`src/hdl/abmd_pkg.sv`:
```
// Shared types, constants and lookup tables for the archive block decrypt unit.
// No dependencies; every other file in hdl/ imports this package.
`default_nettype none

package abmd_pkg;

    // Number of leading blocks of a file that are always decoded.
    localparam int HEADER_BLOCKS = 20;
    localparam int HEAD_CNT_W    = 5;
    localparam int PHASE_W       = 6;
    localparam int SHUF_CNT_W    = 3;

    // Work queue between classifier and datapath.
    localparam int QUEUE_DEPTH = 4;
    localparam int QPTR_W      = $clog2(QUEUE_DEPTH);
    localparam int QCNT_W      = $clog2(QUEUE_DEPTH + 1);

    // Configuration port.
    localparam int CFG_IDX_W  = 4;
    localparam int CFG_DATA_W = 8;
    localparam int DIGIT_W    = 5;

    localparam logic [CFG_IDX_W-1:0] REG_HEADER_ONLY = CFG_IDX_W'(0);
    localparam logic [CFG_IDX_W-1:0] REG_DIGIT_COUNT = CFG_IDX_W'(1);

    typedef enum logic [1:0] {
        ACT_PASS    = 2'd0,
        ACT_DECODE  = 2'd1,
        ACT_SHUFFLE = 2'd2
    } t_action;

    typedef struct packed {
        logic [63:0] block_in;
        logic        last_block;
    } t_item;

    typedef struct packed {
        logic [63:0] block_out;
        logic [1:0]  action;
    } t_result;

    // One queued job: raw block plus the operation picked for it.
    typedef struct packed {
        logic [63:0] blk;
        t_action     act;
    } t_work;

    // Permutation tables, 1-based bit positions, position 1 = MSB.
    localparam logic [6:0] IP_TAB [64] = '{
        7'd58, 7'd50, 7'd42, 7'd34, 7'd26, 7'd18, 7'd10, 7'd2,
        7'd60, 7'd52, 7'd44, 7'd36, 7'd28, 7'd20, 7'd12, 7'd4,
        7'd62, 7'd54, 7'd46, 7'd38, 7'd30, 7'd22, 7'd14, 7'd6,
        7'd64, 7'd56, 7'd48, 7'd40, 7'd32, 7'd24, 7'd16, 7'd8,
        7'd57, 7'd49, 7'd41, 7'd33, 7'd25, 7'd17, 7'd9,  7'd1,
        7'd59, 7'd51, 7'd43, 7'd35, 7'd27, 7'd19, 7'd11, 7'd3,
        7'd61, 7'd53, 7'd45, 7'd37, 7'd29, 7'd21, 7'd13, 7'd5,
        7'd63, 7'd55, 7'd47, 7'd39, 7'd31, 7'd23, 7'd15, 7'd7
    };

    localparam logic [6:0] FP_TAB [64] = '{
        7'd40, 7'd8, 7'd48, 7'd16, 7'd56, 7'd24, 7'd64, 7'd32,
        7'd39, 7'd7, 7'd47, 7'd15, 7'd55, 7'd23, 7'd63, 7'd31,
        7'd38, 7'd6, 7'd46, 7'd14, 7'd54, 7'd22, 7'd62, 7'd30,
        7'd37, 7'd5, 7'd45, 7'd13, 7'd53, 7'd21, 7'd61, 7'd29,
        7'd36, 7'd4, 7'd44, 7'd12, 7'd52, 7'd20, 7'd60, 7'd28,
        7'd35, 7'd3, 7'd43, 7'd11, 7'd51, 7'd19, 7'd59, 7'd27,
        7'd34, 7'd2, 7'd42, 7'd10, 7'd50, 7'd18, 7'd58, 7'd26,
        7'd33, 7'd1, 7'd41, 7'd9,  7'd49, 7'd17, 7'd57, 7'd25
    };

    localparam logic [5:0] P_TAB [32] = '{
        6'd16, 6'd7,  6'd20, 6'd21, 6'd29, 6'd12, 6'd28, 6'd17,
        6'd1,  6'd15, 6'd23, 6'd26, 6'd5,  6'd18, 6'd31, 6'd10,
        6'd2,  6'd8,  6'd24, 6'd14, 6'd32, 6'd27, 6'd3,  6'd9,
        6'd19, 6'd13, 6'd30, 6'd6,  6'd22, 6'd11, 6'd4,  6'd25
    };

    // Packed S tables: high nibble used by the even lookup, low by the odd.
    localparam logic [7:0] SBOX [4][64] = '{
        '{8'hef,8'h03,8'h41,8'hfd,8'hd8,8'h74,8'h1e,8'h47,
          8'h26,8'hef,8'hfb,8'h22,8'hb3,8'hd8,8'h84,8'h1e,
          8'h39,8'hac,8'ha7,8'h60,8'h62,8'hc1,8'hcd,8'hba,
          8'h5c,8'h96,8'h90,8'h59,8'h05,8'h3b,8'h7a,8'h85,
          8'h40,8'hfd,8'h1e,8'hc8,8'he7,8'h8a,8'h8b,8'h21,
          8'hda,8'h43,8'h64,8'h9f,8'h2d,8'h14,8'hb1,8'h72,
          8'hf5,8'h5b,8'hc8,8'hb6,8'h9c,8'h37,8'h76,8'hec,
          8'h39,8'ha0,8'ha3,8'h05,8'h52,8'h6e,8'h0f,8'hd9},
        '{8'ha7,8'hdd,8'h0d,8'h78,8'h9e,8'h0b,8'he3,8'h95,
          8'h60,8'h36,8'h36,8'h4f,8'hf9,8'h60,8'h5a,8'ha3,
          8'h11,8'h24,8'hd2,8'h87,8'hc8,8'h52,8'h75,8'hec,
          8'hbb,8'hc1,8'h4c,8'hba,8'h24,8'hfe,8'h8f,8'h19,
          8'hda,8'h13,8'h66,8'haf,8'h49,8'hd0,8'h90,8'h06,
          8'h8c,8'h6a,8'hfb,8'h91,8'h37,8'h8d,8'h0d,8'h78,
          8'hbf,8'h49,8'h11,8'hf4,8'h23,8'he5,8'hce,8'h3b,
          8'h55,8'hbc,8'ha2,8'h57,8'he8,8'h22,8'h74,8'hce},
        '{8'h2c,8'hea,8'hc1,8'hbf,8'h4a,8'h24,8'h1f,8'hc2,
          8'h79,8'h47,8'ha2,8'h7c,8'hb6,8'hd9,8'h68,8'h15,
          8'h80,8'h56,8'h5d,8'h01,8'h33,8'hfd,8'hf4,8'hae,
          8'hde,8'h30,8'h07,8'h9b,8'he5,8'h83,8'h9b,8'h68,
          8'h49,8'hb4,8'h2e,8'h83,8'h1f,8'hc2,8'hb5,8'h7c,
          8'ha2,8'h19,8'hd8,8'he5,8'h7c,8'h2f,8'h83,8'hda,
          8'hf7,8'h6b,8'h90,8'hfe,8'hc4,8'h01,8'h5a,8'h97,
          8'h61,8'ha6,8'h3d,8'h40,8'h0b,8'h58,8'he6,8'h3d},
        '{8'h4d,8'hd1,8'hb2,8'h0f,8'h28,8'hbd,8'he4,8'h78,
          8'hf6,8'h4a,8'h0f,8'h93,8'h8b,8'h17,8'hd1,8'ha4,
          8'h3a,8'hec,8'hc9,8'h35,8'h93,8'h56,8'h7e,8'hcb,
          8'h55,8'h20,8'ha0,8'hfe,8'h6c,8'h89,8'h17,8'h62,
          8'h17,8'h62,8'h4b,8'hb1,8'hb4,8'hde,8'hd1,8'h87,
          8'hc9,8'h14,8'h3c,8'h4a,8'h7e,8'ha8,8'he2,8'h7d,
          8'ha0,8'h9f,8'hf6,8'h5c,8'h6a,8'h09,8'h8d,8'hf0,
          8'h0f,8'he3,8'h53,8'h25,8'h95,8'h36,8'h28,8'hcb}
    };

    // Byte 7 substitution of the shuffle: fixed pairwise swaps.
    function automatic logic [7:0] swap_byte(input logic [7:0] v);
        logic [7:0] r;
        unique case (v)
            8'h00: r = 8'h2b;
            8'h2b: r = 8'h00;
            8'h01: r = 8'h68;
            8'h68: r = 8'h01;
            8'h48: r = 8'h77;
            8'h77: r = 8'h48;
            8'h60: r = 8'hff;
            8'hff: r = 8'h60;
            8'h6c: r = 8'h80;
            8'h80: r = 8'h6c;
            8'hb9: r = 8'hc0;
            8'hc0: r = 8'hb9;
            8'heb: r = 8'hfe;
            8'hfe: r = 8'heb;
            default: r = v;
        endcase
        return r;
    endfunction

endpackage

`default_nettype wire

```
`src/hdl/abmd_front.sv`:
```
// Classifier: configuration registers, file counters, per-block action pick.
// Depends on abmd_pkg.
`default_nettype none

module abmd_front (
    input  wire logic                       i_clk,
    input  wire logic                       i_rst_n,
    input  wire logic                       i_push,
    input  wire abmd_pkg::t_item            i_item,
    output logic                            o_full,
    input  wire logic                       i_cfg_valid,
    output logic                            o_cfg_ready,
    input  wire logic [abmd_pkg::CFG_IDX_W-1:0]  i_cfg_index,
    input  wire logic [abmd_pkg::CFG_DATA_W-1:0] i_cfg_data,
    input  wire logic                       i_q_full,
    output logic                            o_q_push,
    output abmd_pkg::t_work                 o_q_data
);
    import abmd_pkg::*;

    logic                  r_header_only;
    logic [DIGIT_W-1:0]    r_digit_count;
    logic [HEAD_CNT_W-1:0] r_head_count, n_head_count;
    logic [PHASE_W-1:0]    r_cycle_phase, n_cycle_phase;
    logic [SHUF_CNT_W-1:0] r_shuffle_count, n_shuffle_count;

    logic [PHASE_W-1:0] cyc;
    logic [PHASE_W-1:0] phase;
    logic [PHASE_W-1:0] phase_inc;
    logic               in_head;
    logic               do_decode;
    logic               do_shuffle;
    logic               accept;
    t_action            act;

    assign o_full      = i_q_full;
    assign o_cfg_ready = 1'b1;
    assign accept      = i_push && !i_q_full;

    // Effective decode period from the digit count (3..46).
    always_comb begin
        if (r_digit_count < DIGIT_W'(3)) begin
            cyc = PHASE_W'(3);
        end else if (r_digit_count < DIGIT_W'(5)) begin
            cyc = PHASE_W'(r_digit_count) + PHASE_W'(1);
        end else if (r_digit_count < DIGIT_W'(7)) begin
            cyc = PHASE_W'(r_digit_count) + PHASE_W'(9);
        end else begin
            cyc = PHASE_W'(r_digit_count) + PHASE_W'(15);
        end
    end

    always_comb begin
        // stale phase after a period change counts as zero
        phase      = (r_cycle_phase >= cyc) ? '0 : r_cycle_phase;
        phase_inc  = phase + PHASE_W'(1);
        in_head    = r_head_count < HEAD_CNT_W'(HEADER_BLOCKS);
        do_decode  = in_head || (!r_header_only && phase == '0);
        do_shuffle = !do_decode && !r_header_only && (r_shuffle_count == '1);

        if (do_decode) begin
            act = ACT_DECODE;
        end else if (do_shuffle) begin
            act = ACT_SHUFFLE;
        end else begin
            act = ACT_PASS;
        end

        n_shuffle_count = r_shuffle_count;
        if (!do_decode) begin
            n_shuffle_count = do_shuffle ? SHUF_CNT_W'(1) : r_shuffle_count + SHUF_CNT_W'(1);
        end
        n_head_count  = in_head ? r_head_count + HEAD_CNT_W'(1) : r_head_count;
        n_cycle_phase = (phase_inc >= cyc) ? '0 : phase_inc;

        if (i_item.last_block) begin
            n_head_count    = '0;
            n_cycle_phase   = '0;
            n_shuffle_count = '0;
        end
    end

    assign o_q_push      = accept;
    assign o_q_data.blk  = i_item.block_in;
    assign o_q_data.act  = act;

    always_ff @(posedge i_clk) begin
        if (!i_rst_n) begin
            r_header_only   <= 1'b0;
            r_digit_count   <= '0;
            r_head_count    <= '0;
            r_cycle_phase   <= '0;
            r_shuffle_count <= '0;
        end else begin
            if (i_cfg_valid) begin
                case (i_cfg_index)
                    REG_HEADER_ONLY: r_header_only <= i_cfg_data[0];
                    REG_DIGIT_COUNT: r_digit_count <= i_cfg_data[DIGIT_W-1:0];
                    default: ;
                endcase
            end
            if (accept) begin
                r_head_count    <= n_head_count;
                r_cycle_phase   <= n_cycle_phase;
                r_shuffle_count <= n_shuffle_count;
            end
        end
    end

endmodule

`default_nettype wire

```
`src/hdl/abmd_queue.sv`:
```
// Short work queue between classifier and datapath, register array storage.
// Depends on abmd_pkg.
`default_nettype none

module abmd_queue (
    input  wire logic            i_clk,
    input  wire logic            i_rst_n,
    input  wire logic            i_push,
    input  wire abmd_pkg::t_work i_data,
    output logic                 o_full,
    input  wire logic            i_pop,
    output abmd_pkg::t_work      o_data,
    output logic                 o_empty
);
    import abmd_pkg::*;

    t_work              r_mem [QUEUE_DEPTH];
    logic [QPTR_W-1:0]  r_wr_ptr;
    logic [QPTR_W-1:0]  r_rd_ptr;
    logic [QCNT_W-1:0]  r_count;
    logic               do_push;
    logic               do_pop;

    function automatic logic [QPTR_W-1:0] ptr_next(input logic [QPTR_W-1:0] p);
        return (p == QPTR_W'(QUEUE_DEPTH - 1)) ? '0 : p + QPTR_W'(1);
    endfunction

    assign o_full  = r_count == QCNT_W'(QUEUE_DEPTH);
    assign o_empty = r_count == '0;
    assign o_data  = r_mem[r_rd_ptr];
    assign do_push = i_push && !o_full;
    assign do_pop  = i_pop && !o_empty;

    always_ff @(posedge i_clk) begin
        if (do_push) begin
            r_mem[r_wr_ptr] <= i_data;
        end
    end

    always_ff @(posedge i_clk) begin
        if (!i_rst_n) begin
            r_wr_ptr <= '0;
            r_rd_ptr <= '0;
            r_count  <= '0;
        end else begin
            if (do_push) begin
                r_wr_ptr <= ptr_next(r_wr_ptr);
            end
            if (do_pop) begin
                r_rd_ptr <= ptr_next(r_rd_ptr);
            end
            if (do_push && !do_pop) begin
                r_count <= r_count + QCNT_W'(1);
            end else if (do_pop && !do_push) begin
                r_count <= r_count - QCNT_W'(1);
            end
        end
    end

endmodule

`default_nettype wire

```
`src/hdl/abmd_back.sv`:
```
// Datapath: one-round DES decode, byte shuffle or pass-through, into the result register.
// Depends on abmd_pkg (permutation tables, S tables, swap map).
`default_nettype none

module abmd_back (
    input  wire logic            i_clk,
    input  wire logic            i_rst_n,
    input  wire logic            i_q_empty,
    input  wire abmd_pkg::t_work i_q_data,
    output logic                 o_q_pop,
    output logic                 o_empty,
    input  wire logic            i_pop,
    output abmd_pkg::t_result    o_result
);
    import abmd_pkg::*;

    logic        r_valid;
    t_result     r_result;
    logic        load;
    logic [63:0] dec_blk;
    logic [63:0] shuf_blk;
    t_result     n_result;

    function automatic logic [63:0] perm64(input logic [63:0] v, input logic is_final);
        logic [63:0] r;
        int          j;
        r = '0;
        for (int i = 0; i < 64; i++) begin
            j = 64 - int'(is_final ? FP_TAB[i] : IP_TAB[i]);
            r[63-i] = v[j];
        end
        return r;
    endfunction

    function automatic logic [63:0] des_round(input logic [63:0] v);
        logic [63:0] b;
        logic [31:0] rh;
        logic [5:0]  e [8];
        logic [31:0] s;
        logic [31:0] f;
        int          j;
        b = perm64(v, 1'b0);
        rh = b[31:0];
        // expansion of the right half
        e[0] = {rh[0],     rh[31:27]};
        e[1] = rh[28:23];
        e[2] = rh[24:19];
        e[3] = rh[20:15];
        e[4] = rh[16:11];
        e[5] = rh[12:7];
        e[6] = rh[8:3];
        e[7] = {rh[4:0],   rh[31]};
        for (int i = 0; i < 4; i++) begin
            s[31-8*i -: 8] = {SBOX[i][e[2*i]][7:4], SBOX[i][e[2*i+1]][3:0]};
        end
        f = '0;
        for (int i = 0; i < 32; i++) begin
            j = 32 - int'(P_TAB[i]);
            f[31-i] = s[j];
        end
        b[63:32] = b[63:32] ^ f;
        return perm64(b, 1'b1);
    endfunction

    assign dec_blk = des_round(i_q_data.blk);

    // output bytes 0..6 take input bytes 3,4,6,0,1,2,5; byte 7 is remapped
    assign shuf_blk = {i_q_data.blk[39:32], i_q_data.blk[31:24], i_q_data.blk[15:8],
                       i_q_data.blk[63:56], i_q_data.blk[55:48], i_q_data.blk[47:40],
                       i_q_data.blk[23:16], swap_byte(i_q_data.blk[7:0])};

    always_comb begin
        n_result.action = i_q_data.act;
        case (i_q_data.act)
            ACT_DECODE:  n_result.block_out = dec_blk;
            ACT_SHUFFLE: n_result.block_out = shuf_blk;
            default:     n_result.block_out = i_q_data.blk;
        endcase
    end

    assign load     = !i_q_empty && (!r_valid || i_pop);
    assign o_q_pop  = load;
    assign o_empty  = !r_valid;
    assign o_result = r_result;

    always_ff @(posedge i_clk) begin
        if (load) begin
            r_result <= n_result;
        end
    end

    always_ff @(posedge i_clk) begin
        if (!i_rst_n) begin
            r_valid <= 1'b0;
        end else if (load) begin
            r_valid <= 1'b1;
        end else if (i_pop) begin
            r_valid <= 1'b0;
        end
    end

endmodule

`default_nettype wire

```
`src/hdl/archive_block_mixed_decrypt_unit.sv`:
```
// Top level of the archive block decrypt unit: classifier, work queue, datapath.
// Depends on abmd_pkg, abmd_front, abmd_queue, abmd_back.
//
// Usage:
//   Input queue side: drive i_item and raise i_push; the block is taken at a
//   clock edge where i_push is high and o_full is low. One block per cycle.
//   Output queue side: while o_empty is low, o_result holds the oldest result;
//   raise i_pop to take it. A new result can be loaded in the same cycle.
//   Config: i_cfg_valid with i_cfg_index/i_cfg_data; o_cfg_ready is always
//   high, so every write transfer completes without waiting. Index 0 is
//   header_only, index 1 is digit_count; other indexes are ignored.
//   Path: a taken block is written into the work queue, then loaded into
//   the result register, where o_empty goes low and it can be popped.
//   Throughput: one block per cycle while results are popped; the datapath
//   does the DES round or shuffle combinationally into the result register.
//   Stalls: if i_pop stays low, the result register holds and the 4-entry
//   work queue fills; o_full then rises until the output drains.
//   Reset (synchronous, i_rst_n low): queue and result register empty,
//   counters and configuration back to zero.
`default_nettype none

module archive_block_mixed_decrypt_unit (
    input  wire logic                            i_clk,
    input  wire logic                            i_rst_n,
    input  wire logic                            i_push,
    input  wire abmd_pkg::t_item                 i_item,
    output logic                                 o_full,
    output logic                                 o_empty,
    input  wire logic                            i_pop,
    output abmd_pkg::t_result                    o_result,
    input  wire logic                            i_cfg_valid,
    output logic                                 o_cfg_ready,
    input  wire logic [abmd_pkg::CFG_IDX_W-1:0]  i_cfg_index,
    input  wire logic [abmd_pkg::CFG_DATA_W-1:0] i_cfg_data
);
    import abmd_pkg::*;

    logic  q_push;
    logic  q_full;
    logic  q_pop;
    logic  q_empty;
    t_work q_wdata;
    t_work q_rdata;

    // classify each block and advance the file counters
    abmd_front u_front (
        .i_clk       (i_clk),
        .i_rst_n     (i_rst_n),
        .i_push      (i_push),
        .i_item      (i_item),
        .o_full      (o_full),
        .i_cfg_valid (i_cfg_valid),
        .o_cfg_ready (o_cfg_ready),
        .i_cfg_index (i_cfg_index),
        .i_cfg_data  (i_cfg_data),
        .i_q_full    (q_full),
        .o_q_push    (q_push),
        .o_q_data    (q_wdata)
    );

    // decouples classifier from datapath stalls
    abmd_queue u_queue (
        .i_clk   (i_clk),
        .i_rst_n (i_rst_n),
        .i_push  (q_push),
        .i_data  (q_wdata),
        .o_full  (q_full),
        .i_pop   (q_pop),
        .o_data  (q_rdata),
        .o_empty (q_empty)
    );

    // transform and hold the result until it is transferred out
    abmd_back u_back (
        .i_clk     (i_clk),
        .i_rst_n   (i_rst_n),
        .i_q_empty (q_empty),
        .i_q_data  (q_rdata),
        .o_q_pop   (q_pop),
        .o_empty   (o_empty),
        .i_pop     (i_pop),
        .o_result  (o_result)
    );

endmodule

`default_nettype wire
```
`config.mk`:
```
export PLATFORM = sky130hd
export DESIGN_NAME = archive_block_mixed_decrypt_unit
export DESIGN_NICKNAME = d
export VERILOG_FILES = /design/src/hdl/abmd_pkg.sv /design/src/hdl/abmd_front.sv /design/src/hdl/abmd_queue.sv /design/src/hdl/abmd_back.sv /design/src/hdl/archive_block_mixed_decrypt_unit.sv
export SDC_FILE = /design/constraint.sdc
export NUM_CORES = 1
export LEC_CHECK = 0
export ABC_CLOCK_PERIOD_IN_PS = 7800
export BUFFER_PORTS_ARGS = -buffer_cell sky130_fd_sc_hd__buf_4
export CORE_UTILIZATION = 35
export DETAILED_ROUTE_END_ITERATION = 12
export PLACE_DENSITY = 0.58
export SLEW_MARGIN = 20
export SYNTH_ARGS = -nofsm -noshare
export SYNTH_HDL_FRONTEND = slang
export SYNTH_SLANG_ARGS = --single-unit
```
`constraint.sdc`:
```
create_clock -name i_clk -period 7.8 [get_ports i_clk]
set_input_delay 1.95 -clock i_clk [delete_from_list [all_inputs] [get_ports i_clk]]
set_output_delay 1.95 -clock i_clk [all_outputs]
set_load 0.02 [all_outputs]
```
== Word level (Yosys, flattened, before mapping) ==
Memories as Yosys holds them, arrays and structs flattened. A register that Yosys moved wholly into a read port is not among the register bits.
Cells that the tools add are included.

* Output and inout port bits: 69
* Word-level logic and storage cells: 144
* Bits in read-only memories: 4096
* Memory bits (writable): 264
* Flip-flop bits (word level): 94
* Bits of input ports: 82
* Memories kept: 9

* Reduce and logical (&&, ||, !) cells: 29
* Add/subtract/negate cells: 10
* Bitwise gates (word level): 9
* Eq/ne operators: 21
* Multiplexer cells: 41
* $lt $le $gt $ge: 14

{| class="wikitable"
|+ Memory list
! name !! depth !! width !! rd ports !! clocked after Yosys merged registers in !! wr ports !! line !! text
|-
| (name not given) || 64 || 8 || 1 || 0 || 0 || abmd_back.sv:54 || <nowiki>s[31-8*i -: 8] = {SBOX[i][e[2*i]][7:4], SBOX[i][e[2*i+1]][3:0]};</nowiki>
|-
| (name not given) || 64 || 8 || 1 || 0 || 0 || abmd_back.sv:54 ||
|-
| (name not given) || 64 || 8 || 1 || 0 || 0 || abmd_back.sv:54 ||
|-
| (name not given) || 64 || 8 || 1 || 0 || 0 || abmd_back.sv:54 ||
|-
| (name not given) || 64 || 8 || 1 || 0 || 0 || abmd_back.sv:54 ||
|-
| (name not given) || 64 || 8 || 1 || 0 || 0 || abmd_back.sv:54 ||
|-
| 3 more memories || -- || -- || -- || -- || -- || -- ||
|}

{| class="wikitable"
|+ Operators with widths
! operator !! number
|-
| $pmux 64 s2 || 1
|-
| $pmux 8 s14 || 1
|-
| $mux 8 || 8
|-
| $ge 7x7->1 const B || 8
|-
| $not 6->7 || 8
|-
| $eq 8x8->1 const B || 6
|-
| $eq 8x7->1 const B || 5
|-
| $mux 6 || 6
|-
| $mux 4 || 8
|-
| $xor 32x32->32 || 1
|-
| $mux 3 || 5
|-
| $add 5x4->6 const B || 2
|-
| $ge 6x6->1 || 2
|-
| $mux 2 || 6
|-
| $lt 5x3->1 const B || 2
|-
| $mux 5 || 2
|-
| $logic_and 1x1->1 || 9
|-
| $eq 8x1->1 const B || 1
|-
| $eq 8x6->1 const B || 1
|-
| $logic_not 8->1 || 1
|-
| $reduce_and 2->1 || 4
|-
| $logic_not 1->1 || 7
|-
| $add 3x1->3 const B || 2
|-
| $add 5x1->6 const B || 1
|-
| other kinds (17) || 27
|}

== Longest topological paths before layout ==
Gate-level depths: netlist (run 1).

* Depth after elaboration: 15
* Gate-level depth with buffers: 23
* Gate-level depth less buffers: 23

== Modules after synthesis ==
A second synthesis (run 1) with hierarchy kept.

* Cell total of the unflattened synthesis: 1670
* Area total of the unflattened synthesis: 20553.5 um2

{| class="wikitable"
|+ Modules (own cells, without submodules)
! module !! area each (um2) !! seq. area each (um2) !! times used !! cells an instance
|-
| abmd_queue || 9993.3 || 8107.8 || 1 || 395
|-
| abmd_back || 8528.2 || 2001.9 || 1 || 1025
|-
| abmd_front || 2031.9 || 400.4 || 1 || 250
|}

== Worst setup path before layout (run 1) ==
OpenSTA, ideal clock, no wires.

* Kind: input to register
* Start point: input port i_pop
* End point: register u_queue.r_count[2]
* Buffers on the path: 0
* Slack: 0.913 ns
* Library setup time: 0.076 ns
* Stages: 9
* Arrival: 6.811 ns
* Cells stage by stage: inv_1 -> a21oi_1 -> inv_1 -> ha_1 -> inv_1 -> fa_1 -> xor2_1 -> or3_1 -> a21boi_0

* Longest elaborated chain between the ends: 6
* Elaborated cells on any way between the ends: 8

{| class="wikitable"
|+ RTL lines
! element !! line !! text
|-
| start: declaration || archive_block_mixed_decrypt_unit.sv:29 || <nowiki>input wire logic i_pop,</nowiki>
|-
| $logic_or 1x1->1 * || abmd_back.sv:81 || <nowiki>assign load = !i_q_empty && (!r_valid || i_pop);</nowiki>
|-
| $logic_and 1x1->1 * || abmd_back.sv:81 ||
|-
| net q_pop || archive_block_mixed_decrypt_unit.sv:40 || <nowiki>logic q_pop;</nowiki>
|-
| $logic_and 1x1->1 * || abmd_queue.sv:32 || <nowiki>assign do_pop = i_pop && !o_empty;</nowiki>
|-
| $logic_not 1->1 || abmd_queue.sv:52 || <nowiki>if (do_push && !do_pop) begin</nowiki>
|-
| $logic_and 1x1->1 || abmd_queue.sv:52 ||
|-
| $mux 3 / $reduce_bool 2->1 (equally long branches) || -- ||
|-
| end signal: assignment || abmd_queue.sv:53 || <nowiki>r_count <= r_count + QCNT_W'(1);</nowiki>
|-
| end signal: assignment || abmd_queue.sv:55 || <nowiki>r_count <= r_count - QCNT_W'(1);</nowiki>
|-
| end: declaration || abmd_queue.sv:20 || <nowiki>logic [QCNT_W-1:0] r_count;</nowiki>
|}

Mark *: on every way through the listed nets, which the timed path passes. The rest lies on a longest branch.
A chain may end at the register's enable or synchronous reset.

== Worst setup path after layout (run 1) ==
* Start point: register u_front.r_digit_count[0]
* End point: register u_front.r_cycle_phase[2]

* Longest elaborated chain between the ends: 10
* Elaborated cells on any way between the ends: 15

{| class="wikitable"
|+ RTL lines
! element !! line !! text
|-
| start: declaration || abmd_front.sv:22 || <nowiki>logic [DIGIT_W-1:0] r_digit_count;</nowiki>
|-
| start signal: assignment || abmd_front.sv:98 || <nowiki>REG_DIGIT_COUNT: r_digit_count <= i_cfg_data[DIGIT_W-1:0];</nowiki>
|-
| $add 5x4->6 (tied with other cells) || abmd_front.sv:49 || <nowiki>cyc = PHASE_W'(r_digit_count) + PHASE_W'(15);</nowiki>
|-
| $mux 6 || abmd_front.sv:46 || <nowiki>end else if (r_digit_count < DIGIT_W'(7)) begin</nowiki>
|-
| $mux 6 || abmd_front.sv:44 || <nowiki>end else if (r_digit_count < DIGIT_W'(5)) begin</nowiki>
|-
| $mux 6 * || abmd_front.sv:42 || <nowiki>if (r_digit_count < DIGIT_W'(3)) begin</nowiki>
|-
| $ge 6x6->1 || abmd_front.sv:55 || <nowiki>phase = (r_cycle_phase >= cyc) ? '0 : r_cycle_phase;</nowiki>
|-
| $mux 6 || abmd_front.sv:55 ||
|-
| $add 6x1->6 || abmd_front.sv:56 || <nowiki>phase_inc = phase + PHASE_W'(1);</nowiki>
|-
| $ge 6x6->1 || abmd_front.sv:74 || <nowiki>n_cycle_phase = (phase_inc >= cyc) ? '0 : phase_inc;</nowiki>
|-
| $mux 6 * || abmd_front.sv:74 ||
|-
| $mux 6 * || abmd_front.sv:76 || <nowiki>if (i_item.last_block) begin</nowiki>
|-
| end signal: assignment || abmd_front.sv:104 || <nowiki>r_cycle_phase <= n_cycle_phase;</nowiki>
|-
| end: declaration || abmd_front.sv:24 || <nowiki>logic [PHASE_W-1:0] r_cycle_phase, n_cycle_phase;</nowiki>
|}

Every way passes the cells marked *; elsewhere a longest branch is shown, timed or not.

==> impl_metrics.ini, run 1 <==
[floorplanning]
die_area_um2 = 58900
start_util_pct = 35.7
row_count = 87
chipHeight_um = 243
die_w_um = 243
io_pins = 151
coreArea_um2 = 56800

[clock_network]
tritoncts = yes
clkTransAtPathRegs_ns = 0.06
htree_levels = 2
cts_buffers = 41
cts_resized = 0
post-cts-setup-buffers = 0
cts_hold_buf = 0
cts-root-buf = clkbuf_16
clock_path_buffers = 3
clock_latency_ns = 0.57
clock-sinks = 360

[global_route]
grt_pass1_vias = 13737
gr-total-overflow = 0
antenna_found_initial = 5
grt_pass1_wl_um = 81000
grtUsageTotal_pct = 17.7
grt_max_degree = 67

[flow_run]
cap_violations = 0

[hold_path]
hold_path.class = flip-flop to flip-flop
hp-start = u_front.r_shuffle_count[2]

[worst_setup_path]
crit_type = flip-flop to flip-flop
crit_top_cell = ha_1
reg2reg_from = u_front.r_digit_count[0]
cp_slowest_cell = a21oi_1
cpPeakStageDelay_ns = 0.44
crit_chain = nand3_1, and2_1, inv_1, ha_1, a21o_1, a21oi_1, xnor2_1, nand2_1, ha_1, and2_1, o21ai_0, o211a_1, nand2_1, inv_1, ha_1, nor3b_1, or2_2, ha_1, a21o_1, a21o_1, a21oi_1, o221ai_1, a21boi_0
worstPathArrival_ns = 5.34
crit_family = compound AO/OA/AOI/OAI gates
crit_fanout = 6
endpoint_kind = flip-flop
path_buf_inv = 2
cp.required_ns = 8.28
critPathLaunch = u_front.r_digit_count[0]
crit_path_start_kind = flip-flop

[timing]
max_freq_mhz = 206
finalSetupViolCount = 0
worst_pin_slew_ns = 1.08
rsz0062_at_grt = no
relSlewSlack_pct = 28.0
setup-tns-final_ns = 0
hold_viol = 0
clock_skew_ns = 0.0222
fin_crit_sh_pct = 62.2
fin_crit_ns = 4.85
timing.final.ws_setup_ns = 2.95
report.final.slew_viol_count = 0

[placed_design]
routabilityCongestion = 0.900
pre_cts_slack_ns = 2.93
dp_hpwl_um = 34900
portBuffers = 146

[logic_synthesis]
synthArstFlopShare_pct = 0
yosysUniqueCellTypes = 93
synthesis.area_um2 = 20300
ys_seq_area_share_pct = 51.8
synthCells = 1661
postSynthAreaPerCell_um2 = 12.2
synth_edf_count = 330
ys.flop_type = edfxtp_1
ys_seq_elements = 360
syn-num-nets = 1824
yosysWarnings = 0

[routing]
drtPass1Iterations = 6
wire_per_inst_um = 20.8
wl_um = 52600
vias = 14061
drt_iter0_drc = 1030
ant_nets = 0
vias_per_cell = 5.56
drc = 0

[final_layout]
antenna_cells = 0
seq_area_um2 = 10500
area.growth.synth_to_final_pct = 14.6
drive_gt1_share_pct = 19.5
multi_input_area_um2 = 8970
nets = 1906
num-fill-cells = 5375

[power_and_ir_drop]
vdd_ir_drop_max_mv = 0.199
pwr_density_cell_nw_per_um2 = 453
leakage_nw = 8.31

[outcome]
outcome = complete, no violations
-- registers in the layout, indices dropped and copies added, names as in the netlist, 2 cells and up, named ones only --
signal and count:
u_queue.r_count 3, u_front.r_shuffle_count 3, u_front.r_digit_count 5, u_queue.r_wr_ptr 2, u_queue.r_mem 264, u_back.o_result 66
u_queue.r_rd_ptr 2, u_front.r_head_count 5, u_front.r_cycle_phase 6
-- Yosys cell counts (8+ instances only) --
cell type | instances | area [µm²]
buf_2 | 44 | 220
a211oi_1 | 31 | 233
nand3_1 | 27 | 135
and2_1 | 28 | 175
a31oi_1 | 23 | 144
dfxtp_1 | 30 | 601
nand2_1 | 109 | 409
nor4_1 | 9 | 56.3
nor2_1 | 107 | 402
a221oi_1 | 9 | 78.8
o21ai_1 | 13 | 65.1
mux2_2 | 9 | 101
inv_1 | 59 | 221
o31ai_1 | 9 | 67.6
ha_1 | 79 | 988
xor2_1 | 14 | 123
and3_1 | 10 | 62.6
a22o_1 | 13 | 114
nor3b_1 | 8 | 60.1
buf_1 | 15 | 56.3
nor3_1 | 18 | 90.1
o22ai_1 | 21 | 131
a21o_1 | 14 | 105
nor2b_1 | 30 | 188
mux4_2 | 74 | 1670
o21ai_0 | 66 | 330
a21boi_0 | 14 | 105
mux2i_1 | 88 | 881
edfxtp_1 | 330 | 9910
nand2b_1 | 31 | 194
or3_1 | 9 | 56.3
a21oi_1 | 49 | 245
a22oi_1 | 25 | 188
o211ai_1 | 38 | 285
xnor2_1 | 15 | 131
clkbuf_1 | 51 | 191
-- kinds of logic (layout without fill, tap and decap cells) --
family,count (synthesis),in the layout,synth area share [%]
other,1,1,0.0185
xor gates and xnor gates,29,29,1.25
muxes,174,174,13.2
AOI/OAI and AO/OA,409,409,14.3
DFF,360,360,51.8
buffers and inverters,190,303,4.14
and+or+nand+nor,416,416,10.1
adders and majority gates,82,82,5.12
-- cells in the final DEF, fill, tap and decap left out, types with 23 or more instances in the layout --
master,instances
edfxtp_1,330
buf_4,157
nand2_1,109
nor2_1,106
mux2i_1,88
ha_1,78
mux4_2,74
o21ai_0,66
inv_1,59
a21oi_1,48
clkbuf_16,41
o211ai_1,38
nand2b_1,31
a211oi_1,31
nor2b_1,29
dfxtp_1,28
nand3_1,27
a22oi_1,25
and2_1,24
a31oi_1,23
-- path summary, 6_finish.rpt --
kind	end	slack, ns	cells past startpoint
setup / recovery	u_front.r_cycle_phase[2]	2.95	23
hold / removal	u_front.r_shuffle_count[2]	0.51	2
setup reg to reg	u_front.r_cycle_phase[2]	2.95	23
hold reg to reg	u_front.r_shuffle_count[2]	0.51	2
-- worst register-to-register path, stage by stage (launching register included) --
cell      delay (ns)
dfxtp_1         0.43
nand3_1         0.09
and2_1          0.19
inv_1           0.08
ha_1            0.27
a21o_1          0.17
a21oi_1         0.17
xnor2_1         0.13
nand2_1         0.11
ha_1            0.33
and2_1          0.14
o21ai_0         0.27
o211a_1         0.23
nand2_1         0.10
inv_1           0.09
ha_1            0.20
nor3b_1         0.07
or2_2           0.29
ha_1            0.27
a21o_1          0.15
a21o_1          0.17
a21oi_1         0.44
o221ai_1        0.20
a21boi_0        0.19
-- final cells by class --
cell class	instances	area share, %
clock buffer	48	4.52
clock inverter	26	1.29
inverter	70	1.13
multi-input combinational	1111	38.6
sequential	360	45.2
tap	756	4.07
timing repair buffer	159	5.20
-- stage by stage --
stage	hold WS [ns]	util (%)	power, mW	std cells	cell area [µm²]
after floorplan	0.459	-	7.08	1661	20300
after global placement	0.469	38.5	8.53	2455	21900
after detailed placement	0.507	38.5	8.60	2455	21900
after CTS	0.512	40.9	10.6	2529	23200
after global routing	0.542	40.9	11.2	2530	23300
final	0.511	40.9	10.5	2530	23300
-- report_power, final --
| group | internal, mW | total, mW | leakage, nW | switching, mW |
|---|---|---|---|---|
| registers | 2.59 | 2.77 | 3.29 | 0.176 |
| clock network | 1.14 | 1.94 | 0.656 | 0.798 |
| logic | 2.23 | 5.82 | 4.36 | 3.58 |
| total | 5.96 | 10.5 | 8.31 | 4.56 |
-- layer usage --
layer  GRT usage (%)  wire (µm)  vias up
met1            23.2      23000     7002
met5               0         49        -
met2            29.5      25400      374
met4            5.64       1400       10
met3            3.17       2800       83
li1                -          -     6592
(Power assumes the default switching activity.)
==> run 2, diff against run 1 <==
- ABC_CLOCK_PERIOD_IN_PS: 7800 -> 4660
- clock period: 7.8 -> 4.66 ns (I/O delays scaled with it)
==> impl_metrics.ini, run 2 (synthesis results as in run 1) <==
[placed_design]
pre_cts_slack_ns = 0.135
routabilityCongestion = 0.916
place_inst = 2494
portBuffers = 146
dp_hpwl_um = 36600

[timing]
report.final.slew_viol_count = 0
finalSetupViolCount = 0
hold_viol = 0
timing.final.ws_setup_ns = 0.327
fin_crit_ns = 4.33
relSlewSlack_pct = 32.8
max_freq_mhz = 231
clock_skew_ns = 0.0229
worst_pin_slew_ns = 1.01
rsz0062_at_grt = no
setup-tns-final_ns = 0
fin_crit_sh_pct = 93.0

[final_layout]
top_register = u_queue.r_mem
fin_cells = 2571
nets = 1944
largest_register_ffs = 264
area.growth.synth_to_final_pct = 16.0
drive_gt1_share_pct = 21.1
num-fill-cells = 5344
layout_commonest_cell = edfxtp_1
final_cell_mix = edfxtp_1, buf_4, nand2_1

[global_route]
grt_pass1_wl_um = 81000
grt_pass1_vias = 13683
grt_max_degree = 68
grtUsageTotal_pct = 17.7
antenna_found_initial = 3
gr-total-overflow = 0

[routing]
ant_nets = 0
wire_per_inst_um = 20.6
drtPass1Iterations = 6
vias_per_cell = 5.50
wl_um = 52900
drc = 0
drt_iter0_drc = 1380
vias = 14131

[floorplanning]
coreArea_um2 = 56800
die_area_um2 = 58900
start_util_pct = 35.7
io_pins = 151
die_w_um = 243
chipHeight_um = 243
row_count = 87

[clock_network]
cts-root-buf = clkbuf_16
clock-sinks = 360
cts_buffers = 41
post-cts-setup-buffers = 0
htree_levels = 2
tritoncts = yes
clock_latency_ns = 0.57
clock_path_buffers = 3
clkTransAtPathRegs_ns = 0.05

[worst_setup_path]
cp.required_ns = 5.15
worstPathArrival_ns = 4.82
endpoint_kind = flip-flop
crit_type = flip-flop to flip-flop
crit_path_start_kind = flip-flop
crit_fanout = 6

[power_and_ir_drop]
leakage_nw = 8.49
power.total_mw = 17.8
vdd_ir_drop_max_mv = 0.308
pwr_density_cell_nw_per_um2 = 756

[outcome]
outcome = complete, no violations

[hold_path]
hold_path.class = flip-flop to flip-flop

[flow_run]
cap_violations = 0
==> run 2: cell count changes in the layout (fill, tap and decap cells not counted), sizes merged <==
cell    change
diode       +1
clkbuf      +6
bufinv      -2
buf        +38
clkinv      -3
inv         +1
==> run 2: metrics by stage <==
stage | area (µm²) | hold WS [ns] | util [%]
after floorplan | 20300 | 0.459 | -
after global placement | 22200 | 0.470 | 39.1
after detailed placement | 22200 | 0.488 | 39.1
after CTS | 23500 | 0.497 | 41.4
after global routing | 23500 | 0.532 | 41.4
final | 23500 | 0.490 | 41.4
==> run 2: area by class of cell <==
cell class                 count  area, µm²  share of cell area [%]
tap                          756        946                    4.02
clock buffer                  54       1070                    4.57
clock inverter                22        220                   0.936
multi-input combinational   1111       8970                    38.1
inverter                      70        263                    1.12
sequential                   360      10500                    44.7
timing repair buffer         197       1530                    6.50
antenna                        1       2.50                  0.0106
==> run 2: worst max-delay path, stage by stage (launching register included) <==
cell	delay, ns
dfxtp_1	0.35
nor2_2	0.11
and2_4	0.15
inv_1	0.05
ha_1	0.32
a21o_1	0.17
a21oi_1	0.18
xnor2_1	0.13
nand2_1	0.09
ha_1	0.30
nand3_1	0.12
o211a_1	0.26
nand2_1	0.12
inv_1	0.07
ha_1	0.23
a21boi_1	0.14
or2_2	0.31
ha_1	0.27
a21o_1	0.16
a21o_1	0.17
a21oi_1	0.14
buf_4	0.16
o221ai_1	0.12
a21boi_1	0.15
==> run 2: worst paths after layout <==
path / startpoint / to / slack [ns] / depth (start not counted)
hold reg to reg: u_front.r_shuffle_count[2] / u_front.r_shuffle_count[2] / 0.49 / 2
setup / recovery: u_front.r_digit_count[3] / u_front.r_cycle_phase[2] / 0.33 / 23
hold / removal: u_front.r_shuffle_count[2] / u_front.r_shuffle_count[2] / 0.49 / 2
setup reg to reg: u_front.r_digit_count[3] / u_front.r_cycle_phase[2] / 0.33 / 23
==> run 2: metal layers <==
layer / global-route usage [%] / share of wire, % / vias to the layer above
met5: 0 / 0.049 / -
met2: 28.4 / 47 / 390
met1: 23.5 / 44 / 6993
met3: 3.63 / 5.9 / 93
met4: 6.42 / 3.3 / 4
li1: - / - / 6651
==> run 2: timing repair <==
| action | 4_1_cts | 5_1_grt |
|---|---|---|
| hold buffers | 0 | 0 |
| gates resized for setup | 0 | 13 |
| endpoints found under the setup margin | 0 | 6 |
==> run 2: where the power goes <==
group / switching, mW / leakage, nW / total [mW] / internal, mW
Sequential: 0.267 / 3.30 / 4.60 / 4.33
Combinational: 6.14 / 4.57 / 10.1 / 3.95
Clock: 1.28 / 0.622 / 3.09 / 1.81
Total: 7.69 / 8.49 / 17.8 / 10.1
==> run 3, diff against run 2 <==
- CTS_BUF_LIST: unset -> sky130_fd_sc_hd__clkbuf_16
==> impl_metrics.ini, run 3 (synthesis results as in run 1) <==
[power_and_ir_drop]
combPwrFrac_pct = 56.8
power.total_mw = 17.7
p_seq_share_pct = 25.9
p_clk_share_pct = 17.3
pwr_density_cell_nw_per_um2 = 754
leakage_nw = 8.54
vdd_ir_drop_max_mv = 0.308
p_int_mw = 10.1
net-switching-power_mw = 7.68
swShare_pct = 43.3

[floorplanning]
start_util_pct = 35.7
io_pins = 151
chipHeight_um = 243
die_area_um2 = 58900
die_w_um = 243
row_count = 87
coreArea_um2 = 56800

[placed_design]
dp_hpwl_um = 36600
routabilityCongestion = 0.916
place_inst = 2494
portBuffers = 146

[clock_network]
cts-root-buf = clkbuf_16
cts_buffers = 41
cts_hold_buf = 0
clkTransAtPathRegs_ns = 0.05
clock-sinks = 360
tritoncts = yes
clock_path_buffers = 3
htree_levels = 2
clock_latency_ns = 0.57

[timing]
finalSetupViolCount = 0
rsz0062_at_grt = no
relSlewSlack_pct = 32.4
report.final.slew_viol_count = 0
max_freq_mhz = 231
clock_skew_ns = 0.0252
worst_pin_slew_ns = 1.01
fin_crit_sh_pct = 93.1
setup-tns-final_ns = 0
hold_viol = 0
fin_crit_ns = 4.34
fin_hold_ws_ns = 0.490

[worst_setup_path]
worstPathArrival_ns = 4.83
crit_fanout = 6
endpoint_kind = flip-flop
crit_path_start_kind = flip-flop
cp.required_ns = 5.15
crit_type = flip-flop to flip-flop

[hold_path]
hold_path.class = flip-flop to flip-flop

[routing]
drt_iter0_drc = 1351
vias = 14132
ant_nets = 0
wl_um = 52900
drc = 0
vias_per_cell = 5.50
drtPass1Iterations = 5
wire_per_inst_um = 20.6

[outcome]
outcome = complete, no violations

[global_route]
grt_max_degree = 68
top_usage_layer = met2
grtUsageMet2_pct = 28.4
grt_pass1_vias = 13679
grt_pass1_wl_um = 81000
grtUsageTotal_pct = 17.7
antenna_found_initial = 3
gr-usage-met3_pct = 3.63
use_met1_pct = 23.5
gr-total-overflow = 0

[flow_run]
cap_violations = 0

[final_layout]
utilization_pct = 41.4
fin_cells = 2571
layout_commonest_cell = edfxtp_1
largest_register_ffs = 264
top_register = u_queue.r_mem
drive_gt1_share_pct = 21.1
area.growth.synth_to_final_pct = 16.0
final_cell_mix = edfxtp_1, buf_4, nand2_1
nets = 1944
run 3: changes by cell type in the layout (fill, tap and decap cells not counted):
cell      before  now
clkbuf_1      13    0
inv_1         59   72
run 3: path summary, 6_finish.rpt:
check             cells after the start                         end                        from  slack [ns]
setup / recovery                     23    u_front.r_cycle_phase[2]    u_front.r_digit_count[3]        0.32
hold / removal                        2  u_front.r_shuffle_count[2]  u_front.r_shuffle_count[2]        0.49
setup reg to reg                     23    u_front.r_cycle_phase[2]    u_front.r_digit_count[3]        0.32
hold reg to reg                       2  u_front.r_shuffle_count[2]  u_front.r_shuffle_count[2]        0.49
run 3: cell type report:
type,count,area [µm²]
fillers,5344,33300
multi-input cells,1111,8970
clock buffers,41,1030
diodes,1,2.50
inverters,70,263
well taps,756,946
flip-flops and latches,360,10500
repair buffers,197,1530
clock inverters,35,269
run 3: power by group through the flow:
stage | combinational [mW] | sequential (mW) | clock, mW
after global routing | 10.9 | 4.66 | 3.27
final | 10.1 | 4.60 | 3.06
after CTS | 10.1 | 4.62 | 3.16
after floorplan | 6.91 | 4.93 | 0
after global placement | 9.91 | 4.66 | 0
after detailed placement | 10.0 | 4.68 | 0
run 3: stage by stage:
step                worst slack, ns  cell area (µm²)
global route                 0.0139            23500
detailed placement            0.135            22200
global placement              0.152            22200
CTS                           0.110            23500
finish                        0.322            23500
floorplan                     0.197            20300
run 3: repair_timing:
item                                    4_1_cts  5_1_grt
endpoints found under the setup margin        0        6
resized for setup                             0       13
buffers inserted                              0        0
run 3: worst max-delay path, cell delays in order, from the launching register on:
cell and delay, ns:
dfxtp_1 0.35, nor2_2 0.11, and2_4 0.15, inv_1 0.05
ha_1 0.32, a21o_1 0.17, a21oi_1 0.18, xnor2_1 0.13
nand2_1 0.09, ha_1 0.30, nand3_1 0.12, o211a_1 0.26
nand2_1 0.12, inv_1 0.07, ha_1 0.23, a21boi_1 0.14
or2_2 0.31, ha_1 0.27, a21o_1 0.16, a21o_1 0.17
a21oi_1 0.14, buf_4 0.16, o221ai_1 0.12, a21boi_1 0.15
run 3: per-layer routing:
metal,part of all wire (%),wire (µm),vias up
li1,-,-,6659
met1,44,23200,6983
met2,47,24600,392
met3,6.2,3280,94
met4,3.2,1710,4
met5,0.049,26,-
